`config.mk`:
```
export PLATFORM = sky130hd
export DESIGN_NAME = multi_channel_task_watchdog_top
export DESIGN_NICKNAME = d
export VERILOG_FILES = /design/src/sv/mctw_pkg.sv /design/src/sv/mctw_dp.sv /design/src/sv/mctw_ctrl.sv /design/src/sv/multi_channel_task_watchdog_top.sv
export SDC_FILE = /design/constraint.sdc
export NUM_CORES = 1
export LEC_CHECK = 0
export BUFFER_PORTS_ARGS = -buffer_cell sky130_fd_sc_hd__buf_4
export CAP_MARGIN = 20
export CORE_MARGIN = 4
export CORE_UTILIZATION = 67
export CTS_CLUSTER_DIAMETER = 120
export CTS_CLUSTER_SIZE = 14
export DETAILED_ROUTE_END_ITERATION = 6
export PLACE_DENSITY = 0.85
export SYNTH_ARGS = -nofsm -noshare
export SYNTH_HDL_FRONTEND = slang
export SYNTH_SLANG_ARGS = --single-unit
```
`constraint.sdc`:
```
create_clock -name clk -period 7.8 [get_ports clk]
set_input_delay 0.78 -clock clk [delete_from_list [all_inputs] [get_ports clk]]
set_output_delay 0.78 -clock clk [all_outputs]
set_load 0.03 [all_outputs]
```
`src/sv/mctw_pkg.sv`:
```
// Shared types and constants for the multi-channel task watchdog.
// Used by the controller, the datapath and the top level; depends on nothing.
package mctw_pkg;

  localparam int CHANNELS = 8;
  localparam int CH_W     = 3;
  localparam int CNT_W    = $clog2(CHANNELS + 1);
  localparam int TO_W     = 16;
  localparam int KICK_W   = 8;
  localparam int CFG_W    = 16;
  localparam int CFG_IX_W = 1;

  localparam logic [TO_W-1:0]   STARTUP_RESET = TO_W'(300);
  localparam logic [KICK_W-1:0] KICK_RESET    = KICK_W'(5);

  // Configuration register indexes
  localparam logic [CFG_IX_W-1:0] REG_STARTUP = 1'b0;
  localparam logic [CFG_IX_W-1:0] REG_KICK    = 1'b1;

  typedef enum logic [1:0] {
    OP_TICK  = 2'd0,
    OP_FEED  = 2'd1,
    OP_REG   = 2'd2,
    OP_PAUSE = 2'd3
  } op_t;

  typedef enum logic [1:0] {
    ST_OK   = 2'd0,
    ST_ZERO = 2'd1,
    ST_FULL = 2'd2
  } reg_status_t;

  // Controller to datapath
  typedef struct packed {
    logic load;
    logic exec;
    logic step;
  } dp_cmd_t;

  // Datapath to controller
  typedef struct packed {
    logic walk_go;
    logic walk_end;
  } dp_sts_t;

endpackage

```
`src/sv/mctw_dp.sv`:
```
// Datapath of the watchdog: item latch, channel tables, counters and result registers.
// Depends on mctw_pkg; driven by mctw_ctrl through dp_cmd_t.
module mctw_dp import mctw_pkg::*; (
  input  logic                clk,
  input  logic                rst,
  input  logic                cfg_we,
  input  logic [CFG_IX_W-1:0] cfg_index,
  input  logic [CFG_W-1:0]    cfg_data,
  input  logic [1:0]          opcode,
  input  logic [CH_W-1:0]     channel,
  input  logic [TO_W-1:0]     timeout,
  input  logic                run_flag,
  input  logic                pause_flag,
  input  dp_cmd_t             cmd,
  output dp_sts_t             sts,
  output logic                kick_hw,
  output logic                tripped,
  output logic [CH_W-1:0]     tripped_channel,
  output logic [1:0]          reg_status,
  output logic [CH_W-1:0]     assigned_channel
);

  // Channel tables, no reset (only allocated entries are read)
  logic [TO_W-1:0] reload_value [CHANNELS];
  logic [TO_W-1:0] countdown    [CHANNELS];
  logic [CHANNELS-1:0] running;

  logic [CNT_W-1:0]  allocated_count;
  logic [KICK_W-1:0] kick_counter;
  logic [TO_W-1:0]   startup_counter;
  logic              armed;
  logic              frozen;
  logic [CH_W-1:0]   trip_index;
  logic              paused;
  logic [TO_W-1:0]   startup_ticks;
  logic [KICK_W-1:0] kick_ticks;
  logic [CH_W-1:0]   idx;

  // Latched word
  op_t             op_q;
  logic [CH_W-1:0] ch_q;
  logic [TO_W-1:0] to_q;
  logic            run_q;
  logic            pause_q;

  logic [KICK_W-1:0] kick_inc;
  logic [TO_W-1:0]   startup_inc;
  logic              armed_next;
  logic              feed_ok;
  logic              table_full;
  logic [TO_W-1:0]   cd_cur;
  logic [TO_W-1:0]   cd_dec;
  logic              trip_hit;
  logic              walk_last;

  // Tick preamble and walk status
  always_comb begin
    kick_inc    = kick_counter + KICK_W'(1);
    startup_inc = startup_counter + TO_W'(1);
    armed_next  = armed | (startup_inc >= startup_ticks);
    feed_ok     = {1'b0, ch_q} < allocated_count;
    table_full  = allocated_count >= CNT_W'(CHANNELS);
    cd_cur      = countdown[idx];
    cd_dec      = cd_cur - TO_W'(1);
    trip_hit    = running[idx] && (cd_cur == TO_W'(1));
    walk_last   = ({1'b0, idx} + CNT_W'(1)) == allocated_count;
    sts.walk_go = (op_q == OP_TICK) && !frozen && armed_next && !paused &&
                  (allocated_count != '0);
    sts.walk_end = trip_hit || walk_last;
  end

  always_ff @(posedge clk) begin
    if (rst) begin
      allocated_count <= '0;
      kick_counter    <= '0;
      startup_counter <= '0;
      armed           <= 1'b0;
      frozen          <= 1'b0;
      trip_index      <= '0;
      paused          <= 1'b0;
      startup_ticks   <= STARTUP_RESET;
      kick_ticks      <= KICK_RESET;
      idx             <= '0;
    end else begin
      // Configuration writes
      if (cfg_we) begin
        case (cfg_index)
          REG_STARTUP: startup_ticks <= cfg_data[TO_W-1:0];
          REG_KICK:    kick_ticks    <= cfg_data[KICK_W-1:0];
          default: ;
        endcase
      end

      // Take the word
      if (cmd.load) begin
        op_q    <= op_t'(opcode);
        ch_q    <= channel;
        to_q    <= timeout;
        run_q   <= run_flag;
        pause_q <= pause_flag;
      end

      // Execute the word
      if (cmd.exec) begin
        idx              <= '0;
        kick_hw          <= 1'b0;
        reg_status       <= ST_OK;
        assigned_channel <= '0;
        case (op_q)
          OP_TICK: begin
            if (!frozen) begin
              armed <= armed_next;
              if (!armed) startup_counter <= startup_inc;
              if (sts.walk_go) begin
                kick_counter <= kick_inc;
              end else if (kick_inc >= kick_ticks) begin
                kick_hw      <= 1'b1;
                kick_counter <= '0;
              end else begin
                kick_counter <= kick_inc;
              end
            end
          end
          OP_FEED: begin
            if (feed_ok) countdown[ch_q] <= reload_value[ch_q];
          end
          OP_REG: begin
            if (to_q == '0) begin
              reg_status <= ST_ZERO;
            end else if (table_full) begin
              reg_status <= ST_FULL;
            end else begin
              running[allocated_count[CH_W-1:0]]      <= run_q;
              countdown[allocated_count[CH_W-1:0]]    <= to_q;
              reload_value[allocated_count[CH_W-1:0]] <= to_q;
              allocated_count  <= allocated_count + CNT_W'(1);
              assigned_channel <= allocated_count[CH_W-1:0];
            end
          end
          OP_PAUSE: paused <= pause_q;
          default: ;
        endcase
      end

      // One channel per cycle through the shared decrementer
      if (cmd.step) begin
        if (running[idx]) countdown[idx] <= cd_dec;
        if (trip_hit) begin
          frozen     <= 1'b1;
          trip_index <= idx;
        end else if (walk_last && (kick_counter >= kick_ticks)) begin
          kick_hw      <= 1'b1;
          kick_counter <= '0;
        end
        idx <= idx + CH_W'(1);
      end
    end
  end

  assign tripped         = frozen;
  assign tripped_channel = trip_index;

endmodule

```
`src/sv/mctw_ctrl.sv`:
```
// Controller of the watchdog: sequences execute and channel walk, raises done.
// Depends on mctw_pkg; commands mctw_dp through dp_cmd_t.
module mctw_ctrl import mctw_pkg::*; (
  input  logic    clk,
  input  logic    rst,
  input  logic    start,
  input  dp_sts_t sts,
  output dp_cmd_t cmd,
  output logic    busy,
  output logic    done
);

  typedef enum logic [1:0] {
    S_IDLE,
    S_EXEC,
    S_WALK
  } state_t;

  state_t state;

  // Commands
  always_comb begin
    cmd.load = start && (state == S_IDLE);
    cmd.exec = (state == S_EXEC);
    cmd.step = (state == S_WALK);
    busy     = (state != S_IDLE);
  end

  // State and done strobe
  always_ff @(posedge clk) begin
    if (rst) begin
      state <= S_IDLE;
      done  <= 1'b0;
    end else begin
      done <= 1'b0;
      case (state)
        S_IDLE: begin
          if (start) state <= S_EXEC;
        end
        S_EXEC: begin
          if (sts.walk_go) begin
            state <= S_WALK;
          end else begin
            state <= S_IDLE;
            done  <= 1'b1;
          end
        end
        S_WALK: begin
          if (sts.walk_end) begin
            state <= S_IDLE;
            done  <= 1'b1;
          end
        end
        default: state <= S_IDLE;
      endcase
    end
  end

endmodule

```
`src/sv/multi_channel_task_watchdog_top.sv`:
```
// Multi-channel task watchdog: a word is taken when start is high and busy is low,
// and its one result shows for a single cycle with done high; the receiver cannot
// stall it. Feed, register and pause words finish in the execute state; so does a
// tick, unless monitoring is armed and neither paused nor tripped, with channels
// allocated: then one shared decrementer walks the allocated channels (up to 8)
// one per cycle and stops early at the first one that trips.
// A new word may be started in the cycle done is high. Config writes act at once.
// Top level; depends on mctw_pkg, mctw_ctrl and mctw_dp.
module multi_channel_task_watchdog_top import mctw_pkg::*; (
  input  logic                clk,
  input  logic                rst,
  input  logic                start,
  output logic                busy,
  output logic                done,
  input  logic                cfg_we,
  input  logic [CFG_IX_W-1:0] cfg_index,
  input  logic [CFG_W-1:0]    cfg_data,
  input  logic [1:0]          opcode,
  input  logic [CH_W-1:0]     channel,
  input  logic [TO_W-1:0]     timeout,
  input  logic                run_flag,
  input  logic                pause_flag,
  output logic                kick_hw,
  output logic                tripped,
  output logic [CH_W-1:0]     tripped_channel,
  output logic [1:0]          reg_status,
  output logic [CH_W-1:0]     assigned_channel
);

  dp_cmd_t cmd;
  dp_sts_t sts;

  mctw_ctrl u_ctrl (
    .clk   (clk),
    .rst   (rst),
    .start (start),
    .sts   (sts),
    .cmd   (cmd),
    .busy  (busy),
    .done  (done)
  );

  mctw_dp u_dp (
    .clk              (clk),
    .rst              (rst),
    .cfg_we           (cfg_we),
    .cfg_index        (cfg_index),
    .cfg_data         (cfg_data),
    .opcode           (opcode),
    .channel          (channel),
    .timeout          (timeout),
    .run_flag         (run_flag),
    .pause_flag       (pause_flag),
    .cmd              (cmd),
    .sts              (sts),
    .kick_hw          (kick_hw),
    .tripped          (tripped),
    .tripped_channel  (tripped_channel),
    .reg_status       (reg_status),
    .assigned_channel (assigned_channel)
  );

endmodule

```
==> impl_metrics.toml <==
[global_routing]
grtUsageTotal_pct = 25.48
grt_pass1_wl_um = 52410
grt_max_degree = 53
grt_overflow = 0
grt_pass1_vias = 9446
antenna_found_initial = 0

[floorplanning]
die_x_um = 161.4
dieArea_sq_um = 26050
coreArea_sq_um = 22920
die_h_um = 161.4
rows = 55
initial_core_util_pct = 68.81
pin_count = 56

[logic_synthesis]
synth_cells = 1085
synth_edf_count = 293
synth_area_leaders = "edfxtp_1 (56%), mux4_2 (9.0%), dfxtp_1 (8.9%)"
syn_nets = 1173
yosys_warnings = 0
synthFlopType = "edfxtp_1"
ys_seq_area_share_pct = 64.68
ys_types = 63
synth-seq-cells = 363
async_reset_ff_share_pct = 0
synth_area_per_cell_sq_um = 14.53
synth_area_sq_um = 15770
synth_top_area_cell = "edfxtp_1"
yosys.area.top_type_share_pct = 55.80

[power_and_ir_drop]
power_density_nw_per_um2 = 209.0
power.leakage_nw = 6.000
peakVddDrop_v = 0.0002086

[setup_path]
r2r_slack_ps = 3720
critPathLaunchType = "flop"
reg2reg_from = "u_dp.startup_counter[0]"
r2r_cells = 14
startpoint = "u_dp.startup_counter[0]"
critPathMaxFanout = 9
r2r_end = "u_dp.kick_counter[6]"
arrival_ps = 4540
critPathCaptureType = "flop"
endpoint = "u_dp.kick_counter[6]"
crit_type = "reg -> reg"
required_ps = 8250

[drt]
postRouteAntennaNets = 0
viasPerCell = 6.314
drc_errors = 0
post_drt_wl_per_cell_um = 22.17
first_pass_iters = 5
vias = 9257
dr.first_iter.drc_count = 815
wl_um = 32510

[clock_tree]
cts.sink_count = 363
root_buffer = "clkbuf_16"
path_clk_slew_ps = 70
clk_path_buf_depth = 3
clkLatencyLatePin_ps = 570
cts_setup_buffers = 0
cts_tree = "yes"
htreeDepth = 1
cts_inserted_buffers = 29
cts_resized = 0
postCtsHoldBufs = 0

[finish]
fillCellCount = 1316
mostFrequentLayoutCell = "edfxtp_1"
nets = 1233
layout_common_cells = "edfxtp_1 (293), nand2_1 (104), buf_4 (78)"
seq_area_sq_um = 10200
multi_input_area_sq_um = 5246
drive_gt1_share_pct = 17.17
area_delta_synth_final_pct = 10.13
final_area_sq_um = 17370
final_core_util_pct = 75.78
diodes = 0

[timing]
setup_slack_ps = 3715
slew_viol_final = 0
period_share_pct = 52.37
grt_setup_unrepaired = "no"
timing.setup.tns_ps = 0
finClkSkew_ps = 8.600
setup_viol = 0
fmax_ghz = 0.2448
fin_crit_ps = 4085
timing.max_slew.rel_slack_pct = 29.40
worst_slew_pin_slew_ps = 1051
hold_violations = 0

[flow_run]
maxCapViolCount = 0

[placed_design]
gp_routability_congestion = 0.8402
dp_hpwl_um = 20550
portBuffers = 55
placed_area_sq_um = 16580
pre_cts_ws_ps = 3775

[run_status]
status = "finished, final reports clean"

[min_path]
hold_class = "in -> reg"
## kinds of logic after synthesis
family / share of synthesized area [%]
and+or+nand+nor: 8.625
buffers and inverters: 2.325
DFF: 64.68
adders and majority gates: 3.491
xor gates and xnor gates: 2.666
muxes: 11.98
AOI/OAI and AO/OA: 6.229
## metal layers
metal | global-route usage, % | up-vias | share of wire, %
li1 | - | 4243 | -
met1 | 37.82 | 4632 | 43
met2 | 41.65 | 334 | 49
met3 | 3.036 | 48 | 6.6
met4 | 5.622 | 0 | 1.7
met5 | 0 | - | 0
## where the power goes
group	switching, mW	internal [mW]
Clock	0.630	0.675
Sequential	0.0190	2.12
Combinational	0.111	0.0733
## flip-flops by register name, summed over array words and instances (netlist names), named ones only
register               cells
u_dp.kick_ticks            8
u_dp.pause_q               1
u_dp.reg_status            2
u_ctrl.state               2
u_dp.paused                1
u_dp.tripped               1
u_dp.running               8
u_dp.allocated_count       4
u_dp.armed                 1
u_dp.kick_counter          8
u_dp.run_q                 1
u_dp.startup_counter      16
u_dp.reload_value        128
u_dp.idx                   3
u_dp.assigned_channel      3
u_dp.op_q                  2
u_dp.countdown           128
u_dp.to_q                 16
u_dp.ch_q                  3
u_dp.startup_ticks        16
u_dp.tripped_channel       3
u_dp.kick_hw               1
u_ctrl.done                1
## Yosys cell counts, types with 19 or more instances
cell      count
a21oi_1      40
clkbuf_1     35
dfxtp_1      70
edfxtp_1    293
ha_1         44
inv_1        43
mux2i_1      32
mux4_2       63
nand2_1     104
nand3_1      23
nor2_1       51
nor3_1       30
o211ai_1     20
o21ai_0      34
xnor2_1      19
xor2_1       29
## how the worst min path moves through the flow
stage	cells after the start	to	startpoint
after CTS	1	u_dp.to_q[15]	timeout[15]
after floorplan	2	u_dp.kick_ticks[1]	u_dp.kick_ticks[1]
after global placement	2	u_dp.startup_ticks[12]	u_dp.startup_ticks[12]
after detailed placement	2	u_dp.startup_ticks[13]	u_dp.startup_ticks[13]
after global routing	1	u_dp.to_q[4]	timeout[4]
final	1	u_dp.to_q[15]	timeout[15]
## critical path, cell delays in order (launching register included)
cell and delay (ps):
dfxtp_1 400, ha_1 240, nand3_1 190, nor3_1 390, and3_1 270, nand3_1 190
nor2_1 180, xor2_1 180, ha_1 260, a21o_1 160, a211o_1 290, a211oi_1 430
o21ai_1 390, a41oi_1 330, nor2b_1 70
## final cells by class
class	count	share of cell area, %
flip-flops and latches	363	58.75
multi-input cells	630	30.21
clock buffers	38	4.373
repair buffers	78	3.372
well taps	313	2.255
inverters	43	0.9294
clock inverters	1	0.1153
## through the flow
step	power, mW	hold WS (ps)	cells
6_report	3.630	389.4	1466
2_1_floorplan	2.295	436.3	1085
5_1_grt	3.751	373.8	1466
4_1_cts	3.638	369.9	1466
3_3_place_gp	2.356	446.6	1427
3_5_place_dp	2.366	451.7	1427
Power figures use the tool's default switching activity.
